===== src/hdl/prt_pkg.sv =====
// ----------------------------------------------------------------------------
// prt_pkg
// Shared constants, state encoding and control bundles of the percentile
// rank tracker.
// ----------------------------------------------------------------------------
package prt_pkg;

  // default sizing
  localparam int NUM_USERS_DEF = 131072;
  localparam int MAX_LEVEL_DEF = 1024;

  // request field widths
  localparam int UID_IN_W = 17;
  localparam int LVL_IN_W = 11;

  // operation codes
  localparam logic OP_UPDATE = 1'b0;
  localparam logic OP_QUERY  = 1'b1;

  // saturating counters
  localparam int               CNT_W   = 18;
  localparam logic [CNT_W-1:0] CNT_MAX = {CNT_W{1'b1}};

  // unsigned q1.20 result
  localparam int                FRAC_SHIFT = 20;
  localparam int                FRAC_W     = FRAC_SHIFT + 1;
  localparam logic [FRAC_W-1:0] FRAC_ONE   = FRAC_W'(1) << FRAC_SHIFT;

  // divider sizing: one quotient bit per dividend bit
  localparam int DIV_N  = CNT_W + FRAC_SHIFT;
  localparam int STEP_W = $clog2(DIV_N);

  // controller states
  typedef enum logic [2:0] {
    S_CLEAR,
    S_IDLE,
    S_LOOK,
    S_WALK,
    S_QREAD,
    S_DIV,
    S_RESULT
  } state_t;

  // controller to datapath
  typedef struct packed {
    logic clr_en;
    logic in_ready;
    logic capture;
    logic upd_start;
    logic res_special;
    logic walk_en;
    logic div_start;
    logic out_load;
  } cmd_t;

  // datapath to controller
  typedef struct packed {
    logic clr_done;
    logic upd_ok;
    logic is_query;
    logic need_div;
    logic walk_done;
    logic div_done;
    logic out_free;
  } status_t;

endpackage


===== src/hdl/prt_ctrl.sv =====
// ----------------------------------------------------------------------------
// prt_ctrl
// Controller: sequences clearing, user lookup, count walk, division and
// result hand-off.
// ----------------------------------------------------------------------------
module prt_ctrl (
  input  logic              clk,
  input  logic              rst_n,
  input  logic              in_valid,
  input  prt_pkg::status_t  status,
  output prt_pkg::cmd_t     cmd
);

  prt_pkg::state_t state_r, state_nxt;

  // state register
  always_ff @(posedge clk) begin
    if (!rst_n) begin
      state_r <= prt_pkg::S_CLEAR;
    end else begin
      state_r <= state_nxt;
    end
  end

  // next state
  always_comb begin
    state_nxt = state_r;
    case (state_r)
      prt_pkg::S_CLEAR: begin
        if (status.clr_done) state_nxt = prt_pkg::S_IDLE;
      end
      prt_pkg::S_IDLE: begin
        if (in_valid) state_nxt = prt_pkg::S_LOOK;
      end
      prt_pkg::S_LOOK: begin
        if (status.is_query) begin
          state_nxt = status.need_div ? prt_pkg::S_QREAD : prt_pkg::S_RESULT;
        end else begin
          state_nxt = status.upd_ok ? prt_pkg::S_WALK : prt_pkg::S_IDLE;
        end
      end
      prt_pkg::S_WALK: begin
        if (status.walk_done) state_nxt = prt_pkg::S_IDLE;
      end
      prt_pkg::S_QREAD: begin
        state_nxt = prt_pkg::S_DIV;
      end
      prt_pkg::S_DIV: begin
        if (status.div_done) state_nxt = prt_pkg::S_RESULT;
      end
      prt_pkg::S_RESULT: begin
        if (status.out_free) state_nxt = prt_pkg::S_IDLE;
      end
      default: begin
        state_nxt = prt_pkg::S_CLEAR;
      end
    endcase
  end

  // commands
  always_comb begin
    cmd             = '0;
    cmd.clr_en      = state_r == prt_pkg::S_CLEAR;
    cmd.in_ready    = state_r == prt_pkg::S_IDLE;
    cmd.capture     = (state_r == prt_pkg::S_IDLE) && in_valid;
    cmd.upd_start   = (state_r == prt_pkg::S_LOOK) && !status.is_query && status.upd_ok;
    cmd.res_special = (state_r == prt_pkg::S_LOOK) && status.is_query && !status.need_div;
    cmd.walk_en     = state_r == prt_pkg::S_WALK;
    cmd.div_start   = state_r == prt_pkg::S_QREAD;
    cmd.out_load    = (state_r == prt_pkg::S_RESULT) && status.out_free;
  end

`ifndef SYNTHESIS
  // divider finishes only while waiting for it
  a_div_done: assert property (@(posedge clk) disable iff (!rst_n)
    status.div_done |-> (state_r == prt_pkg::S_DIV))
    else $error("divider done outside division");

  // an accepted request always goes to lookup
  a_accept_look: assert property (@(posedge clk) disable iff (!rst_n)
    cmd.capture |=> (state_r == prt_pkg::S_LOOK))
    else $error("accepted request skipped lookup");

  // division leads only to the result
  a_div_exit: assert property (@(posedge clk) disable iff (!rst_n)
    (state_r == prt_pkg::S_DIV) |=>
      ((state_r == prt_pkg::S_DIV) || (state_r == prt_pkg::S_RESULT)))
    else $error("division left without a result");
`endif

endmodule


===== config.mk =====
export PLATFORM = sky130hd
export DESIGN_NAME = prt_ctrl
export DESIGN_NICKNAME = d
export VERILOG_FILES = /design/src/hdl/prt_pkg.sv /design/src/hdl/prt_ctrl.sv
export SDC_FILE = /design/constraint.sdc
export NUM_CORES = 1
export LEC_CHECK = 0
export BUFFER_PORTS_ARGS = -buffer_cell sky130_fd_sc_hd__buf_2
export CORE_MARGIN = 3
export CORE_UTILIZATION = 25
export CTS_CLUSTER_DIAMETER = 100
export DETAILED_ROUTE_END_ITERATION = 8
export PLACE_DENSITY = 0.57
export SETUP_SLACK_MARGIN = 0.15
export SYNTH_ARGS = -nofsm -noshare
export SYNTH_HDL_FRONTEND = slang
export SYNTH_SLANG_ARGS = --single-unit

===== constraint.sdc =====
create_clock -name clk -period 2.2 [get_ports clk]
set_input_delay 0.22 -clock clk [delete_from_list [all_inputs] [get_ports clk]]
set_output_delay 0.22 -clock clk [all_outputs]
set_load 0.01 [all_outputs]

# Word level (Yosys, flattened, before mapping)
# Index checks and enable logic that the tools add are counted.
[totals]
regBits = 3
in_bits = 10
[op_classes]
n_eq_ne = 11
n_mux = 9
reduce_logical = 10
[ops]
columns = ["op", "count"]
rows = [
  ["$pmux 3 s7", 1],
  ["$mux 3", 6],
  ["$ne 2x2->1 const B", 5],
  ["$eq 3x3->1 const B", 3],
  ["$eq 3x2->1 const B", 2],
  ["$logic_and 1x1->1", 6],
  ["$reduce_and 5->1", 1],
  ["$mux 2", 2],
  ["$eq 3x1->1 const B", 1],
  ["$logic_not 3->1", 1],
  ["$logic_not 1->1", 2],
]

# Logic depth before layout (Yosys ltp)
# Gate-level depths: netlist of the first run.
[depth]
word_depth = 3
mapped_depth = 5
depth_no_buf = 4

# Least setup slack after synthesis of the first run
# No wires, ideal clock.
[synth_timing]
path_type = "register -> output"
startpoint = "register state_r[2]"
endpoint = "output port cmd[3] (netlist name)"
arrival_ns = 1.078
required_ns = 1.980
slack_ns = 0.902
path_stages_with_launch = 4
path_buffers = 2
path_cell_list = "dfxtp_1 -> buf_2 -> buf_2 -> nor4b_1"
[synth_rtl]
columns = ["element", "line_no", "rtl"]
rows = [
  ["from (decl)", "prt_ctrl.sv:14", "prt_pkg::state_t state_r, state_nxt;"],
  ["from (signal assigned)", "prt_ctrl.sv:19", "state_r <= prt_pkg::S_CLEAR;"],
  ["from (signal assigned)", "prt_ctrl.sv:21", "state_r <= state_nxt;"],
  ["to (decl)", "prt_ctrl.sv:11", "output prt_pkg::cmd_t cmd"],
]

==> results_dict.tcl, run 1 <==
set metrics [dict create \
    run_status "finished, final reports clean" \
    die_x_microns 43.03 \
    netlist_top_cells_area "sky130_fd_sc_hd__dfxtp_1 (18%), sky130_fd_sc_hd__nand2b_1 (5.5%), sky130_fd_sc_hd__nor4b_1 (5.1%), sky130_fd_sc_hd__mux2_4 (4.4%), sky130_fd_sc_hd__nor3b_1 (4.4%)" \
    design.core.area_sq_um 1201 \
    irDropWorstVdd_mv 0.4436 \
    required_ns 1.98 \
    cts.clk_slew.worst_paths_ns 0.04 \
    max_cap_violations 0 \
    clockBufferDepth 2 \
    io_buffers 17 \
    cellPowerDensity_nw_per_um2 1215 \
    yosys_warnings 0 \
    globalRoute.totalOverflow 0 \
    global_route_wire_length_before_repair_mm 1.269 \
    via_count 359 \
    route.detailed.drc 0 \
    wire_length_per_cell_after_detailed_routing_microns 9.878 \
    setup_viol 0 \
    netlist.area_leader.share_pct 17.52 \
    post_synth.cell_area_avg_sq_um 7.973 \
    cts_post_setup_buffers_inserted 0 \
    grt_pass1_vias 292 \
    cts_num_sinks 3 \
    drt_pre_antenna_iters 3 \
    post-dp-hpwl_microns 560 \
    largest_register_ff_count 3 \
    total_power_mw 0.5382 \
    cts.root.buffer_cell "sky130_fd_sc_hd__clkbuf_4" \
    clk_latency_ns 0.23 \
    dr.first_iter.drc_count 5 \
    r2r_slack_ns 0.72 \
    insertedDiodeCount 0 \
    initial_utilization_pct 28.54 \
    ant_nets 0 \
    crit_path_start_kind "register" \
    layout_worst_path_cycle_share_pct 72.64 \
    final_nets 71 \
    slew_viol_final 0 \
    critical_path.cell_chain "nand2b_1 > nor2_1 > and2_1 > buf_2" \
    pin_count_of_the_biggest_net_entering_global_routing 18 \
    detail_route.wirelength_microns 731 \
    seq_area_frac_synth_pct 17.52 \
    hold-path-cell-count 2 \
    hold_path_end "state_r[2]$_SDFFE_PN0P_" \
    synthesized_nets 53 \
    syn_to_final_growth_pct 29.20 \
    grt_setup_unrepaired "no" \
    timing.critical_path.to_type "output port" \
    crit_type "reg2out" \
    cts_resized 0 \
    worstMarginPinSlew_ns 0.5140 \
    grt_antenna_before_repair 0 \
    power.leakage_nw 0.2034 \
    synth.lib_cells_used.distinct 27 \
    dieArea_sq_um 1852 \
    worst_hold_path_type "in2reg" \
    design.portCount 18 \
    worst_path_largest_cell_delay_ns 0.59 \
    post_synth_instance_area_sq_um 342.8 \
    fmax_ghz 0.6258 \
    postSynthCellCount 43 \
    ff2ff_path_depth 4 \
    crit_slowest_cell "sky130_fd_sc_hd__dfxtp_1" \
    r2r-end "state_r[0]$_SDFFE_PN0P_" \
    cts_max_level 1 \
    final.setup_skew_ns 0.003107 \
    reg2reg_from "state_r[0]$_SDFFE_PN0P_" \
    groute.usage.overall_pct 8.997 \
    arrival_ns 1.38 \
    fin_crit_ns 1.598 \
    reg.largest.list "state_r (3)" \
    report.final.hold_viol_count 0 \
    slew_headroom_pct 65.68 \
    synth-seq-cells 3 \
    cts_hold_repair.buffers 0 \
    synth.largest_area_cell "sky130_fd_sc_hd__dfxtp_1" \
    min-delay-start "rst_n" \
    gp_congestion 0.6604 \
    worstPathMaxFanout 14 \
    drive_gt1_share_pct 41.67 \
    die_extent_in_y_microns 43.03 \
    post_drt_via_cell_ratio 4.851 \
    cts-buffers-inserted 3 \
    tritoncts "done" \
    rows 12 \
    final.hold.worst_slack_ns 0.2300 \
    setup_total_negative_slack_ns 0 \
    largest-register "state_r" \
]
cell usage in the layout, fill, tap and decap left out:
master,Yosys,layout
sky130_fd_sc_hd__clkbuf_1,0,1
sky130_fd_sc_hd__o22ai_2,1,1
sky130_fd_sc_hd__mux2i_1,1,1
sky130_fd_sc_hd__nor2b_1,2,2
sky130_fd_sc_hd__nor4b_1,2,2
sky130_fd_sc_hd__o221ai_2,1,1
sky130_fd_sc_hd__o21ai_0,2,2
sky130_fd_sc_hd__and2_1,1,1
sky130_fd_sc_hd__nor2_1,2,2
sky130_fd_sc_hd__nand2b_1,3,3
sky130_fd_sc_hd__a31oi_1,2,2
sky130_fd_sc_hd__mux2_4,1,1
sky130_fd_sc_hd__o21a_1,1,1
sky130_fd_sc_hd__a21oi_1,2,2
sky130_fd_sc_hd__dfxtp_1,3,3
sky130_fd_sc_hd__or3_1,1,1
sky130_fd_sc_hd__buf_2,2,17
sky130_fd_sc_hd__nor3b_1,2,2
sky130_fd_sc_hd__o21ai_2,1,1
sky130_fd_sc_hd__nand2_1,3,3
sky130_fd_sc_hd__o211a_1,1,1
sky130_fd_sc_hd__nand3b_1,1,1
sky130_fd_sc_hd__nor3_1,2,2
sky130_fd_sc_hd__nand2b_4,1,1
sky130_fd_sc_hd__clkbuf_4,0,3
sky130_fd_sc_hd__a2bb2oi_1,1,1
sky130_fd_sc_hd__inv_1,2,2
power by group:
part	switching [mW]	internal (mW)
Sequential	0.0840	0.0795
Clock	0.0261	0.0678
Combinational	0.125	0.156
worst max path at each step:
stage / startpoint / endpoint / slack (ns) / cells past startpoint
CTS: state_r[0]$_SDFFE_PN0P_ / cmd[5] / 0.59 / 4
global placement: state_r[0]$_SDFFE_PN0P_ / state_r[0]$_SDFFE_PN0P_ / 0.75 / 4
global route: state_r[0]$_SDFFE_PN0P_ / cmd[5] / 0.47 / 4
finish: state_r[0]$_SDFFE_PN0P_ / cmd[5] / 0.60 / 4
floorplan: state_r[2]$_SDFFE_PN0P_ / cmd[3] / 0.90 / 3
detailed placement: state_r[0]$_SDFFE_PN0P_ / state_r[0]$_SDFFE_PN0P_ / 0.72 / 4
metrics by stage:
stage / utilization, % / setup WS (ns) / std cells / area (sq um)
floorplan: - / 0.9017 / 43 / 342.8
global placement: 34.69 / 0.7515 / 70 / 416.7
detailed placement: 34.69 / 0.7229 / 70 / 416.7
CTS: 36.88 / 0.5890 / 74 / 442.9
global route: 36.88 / 0.4707 / 74 / 442.9
finish: 36.88 / 0.6019 / 74 / 442.9
worst max-delay path, delay by kind of cell (launching register included):
kind | cells | cell delay (ns)
buf+inv | 1 | 0.12
flops | 1 | 0.59
simple gates | 3 | 0.45
cells by family after synthesis:
family	after synthesis	synth area share, %
DFF	3	17.52
AOI/OAI and AO/OA	12	27.74
buffers and inverters	6	10.59
and+or+nand+nor	20	36.86
muxes	2	7.298
final cells by class:
| cell class | instances | area, sq um |
|---|---|---|
| Fill cell | 148 | 758.2 |
| Multi-Input combinational cell | 34 | 246.5 |
| Timing Repair Buffer | 17 | 85.08 |
| Sequential cell | 3 | 60.06 |
| Clock buffer | 4 | 26.28 |
| Tap cell | 14 | 17.52 |
| Inverter | 2 | 7.507 |
synthesized netlist by cell type:
library cell	instances
sky130_fd_sc_hd__a31oi_1	2
sky130_fd_sc_hd__mux2i_1	1
sky130_fd_sc_hd__buf_6	1
sky130_fd_sc_hd__and2_1	1
sky130_fd_sc_hd__nand2b_4	1
sky130_fd_sc_hd__a2bb2oi_1	1
sky130_fd_sc_hd__o21ai_2	1
sky130_fd_sc_hd__nand2b_1	3
sky130_fd_sc_hd__nor2_1	2
sky130_fd_sc_hd__o211a_1	1
sky130_fd_sc_hd__o21ai_0	2
sky130_fd_sc_hd__nor3_1	2
sky130_fd_sc_hd__buf_4	1
sky130_fd_sc_hd__o221ai_2	1
sky130_fd_sc_hd__o22ai_2	1
sky130_fd_sc_hd__inv_1	2
sky130_fd_sc_hd__o21a_1	1
sky130_fd_sc_hd__nand3b_1	1
sky130_fd_sc_hd__a21oi_1	2
sky130_fd_sc_hd__dfxtp_1	3
sky130_fd_sc_hd__mux2_4	1
sky130_fd_sc_hd__nand2_1	3
sky130_fd_sc_hd__buf_2	2
sky130_fd_sc_hd__nor4b_1	2
sky130_fd_sc_hd__or3_1	1
sky130_fd_sc_hd__nor3b_1	2
sky130_fd_sc_hd__nor2b_1	2
routing by layer:
| layer | track usage (%) | part of all wire [%] | vias up |
|---|---|---|---|
| met2 | 12.28 | 45 | 13 |
| li1 | - | - | 188 |
| met1 | 11.72 | 47 | 158 |
| met4 | 3.614 | 0 | 0 |
| met5 | 0 | 0 | - |
| met3 | 4.661 | 7.8 | 0 |
No activity file was read; power rests on OpenSTA's default activity.
==> run 2: changes to the inputs <==
==> constraint.sdc (replaced) <==
create_clock -name clk -period 1.56 [get_ports clk]
set_input_delay 0.156 -clock clk [delete_from_list [all_inputs] [get_ports clk]]
set_output_delay 0.156 -clock clk [all_outputs]
set_load 0.01 [all_outputs]
==> results_dict.tcl, run 2 (synthesized netlist as in run 1, its figures left out) <==
set metrics [dict create \
    cts.clk_slew.worst_paths_ns 0.04 \
    syn_to_final_growth_pct 51.82 \
    required_ns 1.40 \
    grt_pass1_vias 348 \
    fmax_ghz 0.7172 \
    power.leakage_nw 0.2403 \
    placedInstanceArea_sq_um 431.7 \
    groute.usage.overall_pct 10.37 \
    crit_path_start_kind "register" \
    report.final.hold_viol_count 0 \
    crit_type "reg2out" \
    layout_worst_path_cycle_share_pct 89.38 \
    worstMarginPinSlew_ns 0.1989 \
    clock_power_share_pct 14.6 \
    worst_path_largest_cell_delay_ns 0.33 \
    pin_count_of_the_biggest_net_entering_global_routing 18 \
    arrival_ns 1.24 \
    global_route_wire_length_before_repair_mm 1.469 \
    clk_latency_ns 0.23 \
    post-dp-hpwl_microns 626.3 \
    cts.root.buffer_cell "sky130_fd_sc_hd__clkbuf_4" \
    reg2reg_from "state_r[0]$_SDFFE_PN0P_" \
    cts_num_sinks 3 \
    dieArea_sq_um 1852 \
    final_nets 77 \
    run_status "finished, final reports clean" \
    gp_congestion 0.6952 \
    rows 12 \
    drive_gt1_share_pct 56.06 \
    critical_path.cell_chain "buf_6 > nand2b_4 > nor4b_2 > buf_2" \
    io_buffers 17 \
    largest_register_ff_count 3 \
    grt_antenna_before_repair 0 \
    max_cap_violations 0 \
    setup_total_negative_slack_ns 0 \
    route.detailed.drc 0 \
    internal_power_mw 0.5549 \
    design.core.area_sq_um 1201 \
    netSwitchingFraction_pct 40.61 \
    setup_viol 0 \
    fin_crit_ns 1.394 \
    irDropWorstVdd_mv 0.7076 \
    combinationalPowerShare_pct 62.8 \
    tritoncts "done" \
    worstPathMaxFanout 6 \
    design.portCount 18 \
    reg.largest.list "state_r (3)" \
    final_design_area_no_fill_sq_um 520.5 \
    cp-startpoint "state_r[0]$_SDFFE_PN0P_" \
    grt_setup_unrepaired "yes" \
    globalRoute.totalOverflow 0 \
    worst_hold_path_type "in2reg" \
    initial_utilization_pct 28.54 \
    cts-buffers-inserted 3 \
    cts_max_level 1 \
    min-delay-start "rst_n" \
    p_seq_share_pct 22.6 \
    ant_nets 0 \
    cp.buffers_inverters 2 \
    final.fill_count 131 \
    drt_pre_antenna_iters 3 \
    largest-register "state_r" \
    via_count 400 \
    final.setup_skew_ns 0.0006856 \
    dr.first_iter.drc_count 6 \
    die_x_microns 43.03 \
    crit_slowest_cell "sky130_fd_sc_hd__dfxtp_4" \
    clockBufferDepth 2 \
    detail_route.wirelength_microns 885 \
    slew_headroom_pct 86.60 \
    final_common_cell "sky130_fd_sc_hd__buf_2" \
    final_cell_mix "sky130_fd_sc_hd__buf_2 (17), sky130_fd_sc_hd__buf_4 (5)" \
    post_drt_via_cell_ratio 5.000 \
    insertedDiodeCount 0 \
    timing.critical_path.to_type "output port" \
    die_extent_in_y_microns 43.03 \
    wire_length_per_cell_after_detailed_routing_microns 11.06 \
    power.net_switching_mw 0.3794 \
    slew_viol_final 0 \
    cpLargestDelayFamily "simple AND/OR/NAND/NOR gates" \
    cellPowerDensity_nw_per_um2 1795 \
]
## run 2: changes by cell type in the layout (fill, tap and decap cells not counted), moves of 2 or more
cell,delta
sky130_fd_sc_hd__nor4b_2,+2
sky130_fd_sc_hd__nor4b_1,-2
sky130_fd_sc_hd__dfxtp_1,-3
sky130_fd_sc_hd__buf_4,+5
sky130_fd_sc_hd__dfxtp_4,+3
## run 2: path summary, 6_finish.rpt
| path | to | slack (ns) | depth (start not counted) |
|---|---|---|---|
| setup / recovery | cmd[4] | 0.17 | 4 |
| hold / removal | state_r[2]$_SDFFE_PN0P_ | 0.16 | 2 |
| setup reg to reg | state_r[1]$_SDFFE_PN0P_ | 0.23 | 5 |
| hold reg to reg | state_r[0]$_SDFFE_PN0P_ | 0.62 | 2 |
## run 2: worst reg2reg max path, stage by stage, from the launching register on
cell and delay, ns:
sky130_fd_sc_hd__dfxtp_4 0.33, sky130_fd_sc_hd__buf_6 0.12, sky130_fd_sc_hd__nand2b_4 0.15, sky130_fd_sc_hd__buf_4 0.14, sky130_fd_sc_hd__or3_1 0.34, sky130_fd_sc_hd__a31oi_1 0.16
## run 2: layout make-up
class                   instances  area, sq um  share of cell area, %
inverters                       2        7.507                  1.442
flip-flops and latches          3        71.32                  13.70
repair buffers                 23        133.9                  25.72
clock buffers                   4        26.28                  5.048
well taps                      14        17.52                  3.365
multi-input cells              34        264.0                  50.72
## run 2: timing repair
| action | 4_1_cts | 5_1_grt |
|---|---|---|
| gates resized for setup | 6 | 4 |
| pin swaps | 1 | 1 |
| hold buffers | 0 | 0 |
| hold endpoints to repair | 0 | 0 |
| endpoints found under the setup margin | 5 | 5 |
| buffers inserted | 2 | 2 |
## run 2: through the flow
step           setup slack (ns)  utilization [%]  instances  power [mW]  hold slack [ns]
5_1_grt                  0.1061            43.33         80       1.028           0.1717
4_1_cts                  0.1294            40.73         78      0.8818           0.1638
3_3_place_gp             0.2426            35.94         72      0.6761           0.3990
2_1_floorplan            0.3257                -         43      0.5647           0.2735
3_5_place_dp             0.2449            35.94         72      0.6746           0.4028
6_report                 0.1656            43.33         80      0.9343           0.1593
## run 2: metal layers
layer	GRT usage [%]	share of wire (%)	routed length (microns)	up-vias
met4	5.422	1.8	16	0
met1	14.21	44	391	181
met3	2.966	6.9	61	3
met2	14.37	47	416	14
li1	-	-	-	202
met5	0	0	0	-
## run 2: power by group through the flow
stage          registers (mW)  logic (mW)  clock network [mW]
6_report                0.211       0.587               0.136
5_1_grt                 0.222       0.657               0.149
4_1_cts                 0.201       0.542               0.139
3_5_place_dp            0.199       0.475                   0
3_3_place_gp            0.199       0.477                   0
2_1_floorplan           0.134       0.430                   0
